**src/rtl/core/b64u_pkg.sv**
```systemverilog
// Shared types for the base64url encoder.
// No dependencies; imported by the front, queue and back modules.
`default_nettype none
package b64u_pkg;

    // One classified byte: first 6-bit group, optional second group.
    typedef struct packed {
        logic [5:0] six0;
        logic [5:0] six1;
        logic       two;
    } t_job;

    // Queue status seen by the two sides.
    typedef struct packed {
        logic full;
        logic empty;
    } t_q_stat;

endpackage
`default_nettype wire

```
**src/rtl/core/b64u_front.sv**
```systemverilog
// Front end: holds the bit residue and splits each byte into 6-bit groups.
// Depends on b64u_pkg.
`default_nettype none
module b64u_front (
    input  wire logic         i_clk,
    input  wire logic         i_rst_n,
    input  wire logic         i_accept,
    input  wire logic [7:0]   i_data_byte,
    input  wire logic         i_last_byte,
    output b64u_pkg::t_job    o_job
);
    import b64u_pkg::*;

    typedef enum logic [2:0] {
        PH_NONE = 3'b001,
        PH_TWO  = 3'b010,
        PH_FOUR = 3'b100
    } t_phase;

    t_phase     r_phase, n_phase;
    logic [3:0] r_bits, n_bits;

    always_comb begin
        o_job   = '0;
        n_phase = PH_NONE;
        n_bits  = 4'd0;
        case (r_phase)
            PH_TWO: begin
                o_job.six0 = {r_bits[1:0], i_data_byte[7:4]};
                o_job.six1 = {i_data_byte[3:0], 2'b00};
                o_job.two  = i_last_byte;
                n_phase    = PH_FOUR;
                n_bits     = i_data_byte[3:0];
            end
            PH_FOUR: begin
                o_job.six0 = {r_bits[3:0], i_data_byte[7:6]};
                o_job.six1 = i_data_byte[5:0];
                o_job.two  = 1'b1;
            end
            default: begin
                o_job.six0 = i_data_byte[7:2];
                o_job.six1 = {i_data_byte[1:0], 4'b0000};
                o_job.two  = i_last_byte;
                n_phase    = PH_TWO;
                n_bits     = {2'b00, i_data_byte[1:0]};
            end
        endcase
        // drop the residue at the end of a message
        if (i_last_byte) begin
            n_phase = PH_NONE;
            n_bits  = 4'd0;
        end
    end

    always_ff @(posedge i_clk) begin
        if (!i_rst_n) begin
            r_phase <= PH_NONE;
            r_bits  <= 4'd0;
        end else if (i_accept) begin
            r_phase <= n_phase;
            r_bits  <= n_bits;
        end
    end

endmodule
`default_nettype wire

```
**src/rtl/core/b64u_queue.sv**
```systemverilog
// Short job queue between the front and back ends.
// Depends on b64u_pkg.
`default_nettype none
module b64u_queue #(
    parameter int DEPTH = 2
) (
    input  wire logic          i_clk,
    input  wire logic          i_rst_n,
    input  wire logic          i_push,
    input  wire b64u_pkg::t_job i_job,
    input  wire logic          i_pop,
    output b64u_pkg::t_job     o_job,
    output b64u_pkg::t_q_stat  o_stat
);
    import b64u_pkg::*;

    localparam int PTR_W = $clog2(DEPTH);
    localparam int CNT_W = $clog2(DEPTH + 1);

    t_job             r_mem [DEPTH];
    logic [PTR_W-1:0] r_wr_ptr, r_rd_ptr;
    logic [CNT_W-1:0] r_count;
    logic             w_do_push, w_do_pop;

    assign o_stat.full  = (r_count == CNT_W'(DEPTH));
    assign o_stat.empty = (r_count == '0);
    assign w_do_push    = i_push && !o_stat.full;
    assign w_do_pop     = i_pop && !o_stat.empty;
    assign o_job        = r_mem[r_rd_ptr];

    always_ff @(posedge i_clk) begin
        if (w_do_push) begin
            r_mem[r_wr_ptr] <= i_job;
        end
    end

    always_ff @(posedge i_clk) begin
        if (!i_rst_n) begin
            r_wr_ptr <= '0;
            r_rd_ptr <= '0;
            r_count  <= '0;
        end else begin
            if (w_do_push) begin
                r_wr_ptr <= (r_wr_ptr == PTR_W'(DEPTH - 1)) ? '0 : r_wr_ptr + 1'b1;
            end
            if (w_do_pop) begin
                r_rd_ptr <= (r_rd_ptr == PTR_W'(DEPTH - 1)) ? '0 : r_rd_ptr + 1'b1;
            end
            if (w_do_push && !w_do_pop) begin
                r_count <= r_count + 1'b1;
            end else if (w_do_pop && !w_do_push) begin
                r_count <= r_count - 1'b1;
            end
        end
    end

endmodule
`default_nettype wire

```
**src/rtl/core/b64u_back.sv**
```systemverilog
// Back end: turns queued jobs into one ASCII symbol per cycle while i_pop is high.
// Depends on b64u_pkg.
`default_nettype none
module b64u_back (
    input  wire logic              i_clk,
    input  wire logic              i_rst_n,
    input  wire b64u_pkg::t_job    i_job,
    input  wire b64u_pkg::t_q_stat i_stat,
    output logic                   o_q_pop,
    input  wire logic              i_pop,
    output logic                   o_empty,
    output logic [6:0]             o_symbol,
    output logic                   o_end_of_output
);
    import b64u_pkg::*;

    localparam logic [6:0] CH_UPPER_A = 7'h41;
    localparam logic [6:0] CH_LOWER_A = 7'h61;
    localparam logic [6:0] CH_DIGIT_0 = 7'h30;
    localparam logic [6:0] CH_DASH    = 7'h2D;
    localparam logic [6:0] CH_USCORE  = 7'h5F;

    function automatic logic [6:0] to_char(input logic [5:0] v);
        logic [6:0] c;
        if (v < 6'd26) begin
            c = CH_UPPER_A + {1'b0, v};
        end else if (v < 6'd52) begin
            c = CH_LOWER_A + {1'b0, v - 6'd26};
        end else if (v < 6'd62) begin
            c = CH_DIGIT_0 + {1'b0, v - 6'd52};
        end else if (v == 6'd62) begin
            c = CH_DASH;
        end else begin
            c = CH_USCORE;
        end
        return c;
    endfunction

    logic       r_out_valid, r_pend;
    logic [5:0] r_pend_six;
    logic       w_load;

    assign w_load   = !r_out_valid || i_pop;
    assign o_q_pop  = w_load && !r_pend && !i_stat.empty;
    assign o_empty  = !r_out_valid;

    always_ff @(posedge i_clk) begin
        if (!i_rst_n) begin
            r_out_valid <= 1'b0;
            r_pend      <= 1'b0;
        end else if (w_load) begin
            if (r_pend) begin
                r_out_valid <= 1'b1;
                r_pend      <= 1'b0;
            end else if (!i_stat.empty) begin
                r_out_valid <= 1'b1;
                r_pend      <= i_job.two;
            end else begin
                r_out_valid <= 1'b0;
            end
        end
    end

    always_ff @(posedge i_clk) begin
        if (w_load) begin
            if (r_pend) begin
                o_symbol        <= to_char(r_pend_six);
                o_end_of_output <= 1'b1;
            end else begin
                o_symbol        <= to_char(i_job.six0);
                o_end_of_output <= !i_job.two;
                r_pend_six      <= i_job.six1;
            end
        end
    end

endmodule
`default_nettype wire

```
**src/rtl/core/base64url_encoder.sv**
```systemverilog
// Top level of the streaming unpadded base64url encoder.
// Depends on b64u_pkg, b64u_front, b64u_queue and b64u_back.
//
// Usage:
//   Input channel is a queue write port: a word (data byte plus last-byte
//   flag) is taken at a rising edge with push high and full low.
//   Result channel is a queue read port: while empty is low the oldest
//   symbol sits on o_symbol / o_end_of_output; it is taken at an edge with
//   pop high. end_of_output marks the final symbol caused by one byte.
// Path: a taken byte is written into the job queue, then its first symbol is loaded into the output register.
// Throughput: the output register moves one symbol per cycle while pop is
//   high; a byte yields one symbol, or two (every third byte, or a flushing
//   last byte), and new bytes are taken while the job queue has room.
// Stall: when pop stays low the output register holds its symbol, the job
//   queue fills (QUEUE_DEPTH words) and full rises until pop resumes.
// Reset: synchronous, active low; clears the residue, the queue and the
//   output register, so the next byte starts a fresh message.
`default_nettype none
module base64url_encoder #(
    parameter int QUEUE_DEPTH = 2
) (
    input  wire logic        i_clk,
    input  wire logic        i_rst_n,
    input  wire logic        push,
    output logic             full,
    input  wire logic [7:0]  i_data_byte,
    input  wire logic        i_last_byte,
    input  wire logic        pop,
    output logic             empty,
    output logic [6:0]       o_symbol,
    output logic             o_end_of_output
);
    import b64u_pkg::*;

    t_job    w_front_job, w_q_job;
    t_q_stat w_q_stat;
    logic    w_accept, w_q_pop;

    // take a byte whenever the job queue has room
    assign full     = w_q_stat.full;
    assign w_accept = push && !w_q_stat.full;

    b64u_front u_front (
        .i_clk       (i_clk),
        .i_rst_n     (i_rst_n),
        .i_accept    (w_accept),
        .i_data_byte (i_data_byte),
        .i_last_byte (i_last_byte),
        .o_job       (w_front_job)
    );

    // decouple classification from symbol output
    b64u_queue #(
        .DEPTH (QUEUE_DEPTH)
    ) u_queue (
        .i_clk   (i_clk),
        .i_rst_n (i_rst_n),
        .i_push  (w_accept),
        .i_job   (w_front_job),
        .i_pop   (w_q_pop),
        .o_job   (w_q_job),
        .o_stat  (w_q_stat)
    );

    // emit one symbol per cycle while pop is high, second group of a job held aside
    b64u_back u_back (
        .i_clk           (i_clk),
        .i_rst_n         (i_rst_n),
        .i_job           (w_q_job),
        .i_stat          (w_q_stat),
        .o_q_pop         (w_q_pop),
        .i_pop           (pop),
        .o_empty         (empty),
        .o_symbol        (o_symbol),
        .o_end_of_output (o_end_of_output)
    );

endmodule
`default_nettype wire

```
**config.mk**
```make
export PLATFORM = sky130hd
export DESIGN_NAME = base64url_encoder
export DESIGN_NICKNAME = d
export VERILOG_FILES = /design/src/rtl/core/b64u_pkg.sv /design/src/rtl/core/b64u_front.sv /design/src/rtl/core/b64u_queue.sv /design/src/rtl/core/b64u_back.sv /design/src/rtl/core/base64url_encoder.sv
export SDC_FILE = /design/constraint.sdc
export NUM_CORES = 1
export LEC_CHECK = 0
export ABC_CLOCK_PERIOD_IN_PS = 3220
export BUFFER_PORTS_ARGS = -buffer_cell sky130_fd_sc_hd__buf_2
export CORE_ASPECT_RATIO = 1.5
export CORE_MARGIN = 1
export CORE_UTILIZATION = 63
export CTS_BUF_LIST = sky130_fd_sc_hd__clkbuf_4 sky130_fd_sc_hd__clkbuf_8
export DETAILED_ROUTE_END_ITERATION = 6
export PLACE_DENSITY = 0.83
export SYNTH_ARGS = -nofsm -noshare
export SYNTH_HDL_FRONTEND = slang
export SYNTH_HIERARCHICAL = 1
export SYNTH_SLANG_ARGS = --single-unit
```
**constraint.sdc**
```tcl
create_clock -name i_clk -period 3.22 [get_ports i_clk]
set_clock_uncertainty 0.15 [all_clocks]
set_input_delay 0.644 -clock i_clk [delete_from_list [all_inputs] [get_ports i_clk]]
set_output_delay 0.644 -clock i_clk [all_outputs]
set_load 0.03 [all_outputs]
```
==> flow_metrics.env <==
export IMPL_yosys_mux_area_fraction_pct=4.47
export IMPL_place_worst_setup_slack_ns=0.492
export IMPL_wl_per_cell_um=15.8
export IMPL_postSynthCellCount=304
export IMPL_synthArstFlopShare_pct=0
export IMPL_worst_r2r_setup_slack_ns=0.48
export IMPL_simple_gate_fraction_of_synth_area_pct=13.2
export IMPL_core_region_area_um2=4930
export IMPL_part_of_the_yosys_area_used_for_sequential_elements_pct=45.2
export IMPL_netlist_top_cell_by_area="sky130_fd_sc_hd__edfxtp_1"
export IMPL_final_min_clock_period_ns=2.74
export IMPL_worst_hold_path_type="flop to flop"
export IMPL_timing_critical_path_to_type="flop"
export IMPL_critical_path_arrival_ns=2.73
export IMPL_hold_path_startpoint="u_front/r_bits[1]"
export IMPL_crit_path_setup_slack_layout_ns=0.479
export IMPL_cts_htree_levels=2
export IMPL_slew_viol_final=0
export IMPL_crit_required_ns=3.21
export IMPL_synth_top_family_by_area="compound AO/OA/AOI/OAI gates"
export IMPL_maximum_number_of_pins_on_one_net_before_global_route_repair=20
export IMPL_root_buffer="sky130_fd_sc_hd__clkbuf_8"
export IMPL_post_synth_xor_area_fraction_pct=6.11
export IMPL_num_vias=2380
export IMPL_cellLeakagePower_nw=1.40
export IMPL_synth_edf_count=40
export IMPL_yosysWarningCount=6
export IMPL_final_nets=360
export IMPL_worstPathCellList="mux2_2 > inv_1 > ha_1 > xor2_1 > ha_1 > and2_0 > o21ai_0 > a21oi_1 > a311oi_2"
export IMPL_place_detailed_hpwl_mm=4.64
export IMPL_synth_area_leaders="sky130_fd_sc_hd__edfxtp_1 37%, sky130_fd_sc_hd__dfxtp_1 8.5%, sky130_fd_sc_hd__ha_1 8.0%"
export IMPL_pin_count=23
export IMPL_fraction_of_the_mapped_netlist_area_in_compound_gates_pct=19.6
export IMPL_flow_area_growth_from_synthesis_pct=7.79
export IMPL_finalSetupViolations=0
export IMPL_timing_critical_path_fanout_max=7
export IMPL_clk_transition_reported_paths_ns=0.10
export IMPL_post_route_cells_drive_above_1_share_pct=18.0
export IMPL_number_of_sinks_handled_by_clock_tree_synthesis=54
export IMPL_cpMostUsedCell="sky130_fd_sc_hd__ha_1"
export IMPL_final_design_utilization_pct=71.7
export IMPL_grt_ovfl_total=0
export IMPL_mappedNetlistArea_um2=3280
export IMPL_detail_route_first_pass_iterations=4
export IMPL_first_iter_violations=186
export IMPL_cpMaxStageDelayCell="sky130_fd_sc_hd__dfxtp_1"
export IMPL_antenna_found_initial=0
export IMPL_cts_made_buffers=5
export IMPL_synth_cell_type_count=56
export IMPL_max_clock_freq_ghz=0.365
export IMPL_final_period_utilization_pct=85.1
export IMPL_outcome="completed"
export IMPL_wire_length_of_the_first_global_routing_pass_mm=10.3
export IMPL_ys_ff_latch=54
export IMPL_postRouteWirelength_mm=6.19
export IMPL_die_area_um2=5500
export IMPL_worstSetupStartpointType="flop"
export IMPL_finalSetupTns_ns=0
export IMPL_dominantRegCellSynth="sky130_fd_sc_hd__edfxtp_1"
export IMPL_power_density_cell_area_nw_per_um2=950
export IMPL_antennaDiodeCount=0
export IMPL_synthesis_nets=338
export IMPL_most_common_cell_after_layout_fill_and_taps_aside="sky130_fd_sc_hd__edfxtp_1"
export IMPL_place_inst=385
export IMPL_worst_slew_pin_transition_ns=0.625
export IMPL_maxCapViolCount=0
export IMPL_worst_hold_slack_ns=0.355
export IMPL_start_util_pct=66.5
export IMPL_cts_repair_resize_count=0
export IMPL_whs_endpoint="u_front/r_bits[1]"
export IMPL_synth_area_per_inst_um2=10.8
export IMPL_final_std_cells_w_o_fill=393
export IMPL_postRouteAntennaNets=0
export IMPL_max_vdd_ir_drop_uv=558
export IMPL_number_of_global_route_vias_before_repair=2298
export IMPL_worstSkewPairLatency_ns=0.31
export IMPL_cts_buffer_depth=2
export IMPL_drc_violations=0
export IMPL_cts_hold_buffers_added=0
export IMPL_finalWeightedCongestion=0.939
export IMPL_die_w_um=60.9
export IMPL_post_cts_setup_buffer_count=0
export IMPL_critical_path_max_stage_delay_ns=0.49
export IMPL_fp_dieH_um=90.3
export IMPL_stdcell_area_um2=3530
export IMPL_worst_hold_path_num_cells=2
export IMPL_cell_area_reported_after_detailed_placement_um2=3450
export IMPL_leading_cell_types_in_the_layout_fill_and_taps_excluded="40 x sky130_fd_sc_hd__edfxtp_1, 22 x sky130_fd_sc_hd__buf_2, 21 x sky130_fd_sc_hd__ha_1"
export IMPL_path_depth_of_the_worst_reg2reg_path=9
export IMPL_crit_path_category="flop to flop"
export IMPL_post_synth_fa_ha_maj_area_fraction_pct=8.02
export IMPL_fin_total_pwr_mw=3.36
export IMPL_core_rowCount=31
export IMPL_timing_final_hold_violations=0
export IMPL_capture_instance_of_the_worst_register_to_register_path="u_back/o_symbol[5]"
export IMPL_cts_tree="built"
export IMPL_worst_slew_margin_pct=58.3
export IMPL_post_drt_via_cell_ratio=6.06
export IMPL_grt_setup_unrepaired="false"
export IMPL_global_route_usage_total_pct=25.2
export IMPL_port_buffer_count=22
export IMPL_synth_largest_type_area_fraction_pct=36.6
[area by class of cell]
cell class / instances / area, µm²
clock inverters: 3 / 18.8
multi-input cells: 225 / 1690
inverters: 13 / 48.8
fillers: 389 / 1390
repair buffers: 27 / 148
well taps: 66 / 82.6
clock buffers: 5 / 68.8
flip-flops and latches: 54 / 1480
[registers in the layout (all words and copies together) (netlist names), named ones only]
register                cells
u_queue/r_rd_ptr            1
u_back/o_end_of_output      1
u_back/o_symbol             7
u_back/r_pend               1
u_back/r_pend_six           6
u_queue/r_mem              26
u_queue/r_count             2
u_front/r_phase             3
u_front/r_bits              4
u_queue/r_wr_ptr            1
u_back/r_out_valid          1
[worst max-delay path by stage]
stage	from	to	cells after the start
6_report	flop	u_back/o_symbol[5]	9
5_1_grt	flop	u_back/o_symbol[5]	9
4_1_cts	flop	u_back/o_symbol[4]	8
3_5_place_dp	flop	u_back/o_symbol[4]	8
3_3_place_gp	flop	u_back/o_symbol[5]	9
2_1_floorplan	flop	u_back/o_symbol[4]	9
[synth_stat cells, types with 3 or more instances]
cell	n
sky130_fd_sc_hd__edfxtp_1	40
sky130_fd_sc_hd__ha_1	21
sky130_fd_sc_hd__nand2_1	20
sky130_fd_sc_hd__o21ai_0	17
sky130_fd_sc_hd__a21oi_1	16
sky130_fd_sc_hd__nor2_1	16
sky130_fd_sc_hd__dfxtp_1	14
sky130_fd_sc_hd__mux2_2	13
sky130_fd_sc_hd__a21o_1	12
sky130_fd_sc_hd__inv_1	12
sky130_fd_sc_hd__xnor2_1	11
sky130_fd_sc_hd__a22o_1	10
sky130_fd_sc_hd__xor2_1	10
sky130_fd_sc_hd__nand3b_1	8
sky130_fd_sc_hd__nand3_1	6
sky130_fd_sc_hd__and2_1	5
sky130_fd_sc_hd__buf_2	5
sky130_fd_sc_hd__a21boi_0	4
sky130_fd_sc_hd__clkbuf_1	4
sky130_fd_sc_hd__nand2b_1	4
sky130_fd_sc_hd__nor3_1	4
sky130_fd_sc_hd__o21ai_1	4
sky130_fd_sc_hd__a221oi_1	3
sky130_fd_sc_hd__buf_4	3
[worst max-delay path: cells and delay by family (launching register included)]
kind,cells,cell delay [ns]
adder cells (fa/ha/maj),2,0.51
flip-flops,1,0.49
AO/OA/AOI/OAI,3,0.50
AND/OR/NAND/NOR,1,0.13
multiplexers,1,0.43
buffers and inverters,1,0.17
XOR/XNOR,1,0.20
[where the power goes]
group | internal [mW] | switching (mW) | leakage (nW)
Combinational | 0.732 | 1.09 | 0.844
Clock | 0.154 | 0.223 | 0.0483
Sequential | 1.00 | 0.156 | 0.505
[logic make-up after synthesis]
group                      count (synthesis)
adders and majority gates                 21
and+or+nand+nor                           78
muxes                                     13
buffers and inverters                     25
xor gates and xnor gates                  22
DFF                                       54
AOI/OAI and AO/OA                         91
[routing by layer]
| metal | GRT usage [%] | wire length (µm) | up-vias |
|---|---|---|---|
| li1 | - | - | 1168 |
| met1 | 27.2 | 2340 | 1123 |
| met2 | 43.8 | 3380 | 67 |
| met3 | 4.15 | 202 | 22 |
| met4 | 14.8 | 265 | 0 |
| met5 | 0 | 0 | - |
(Power assumes the default switching activity.)
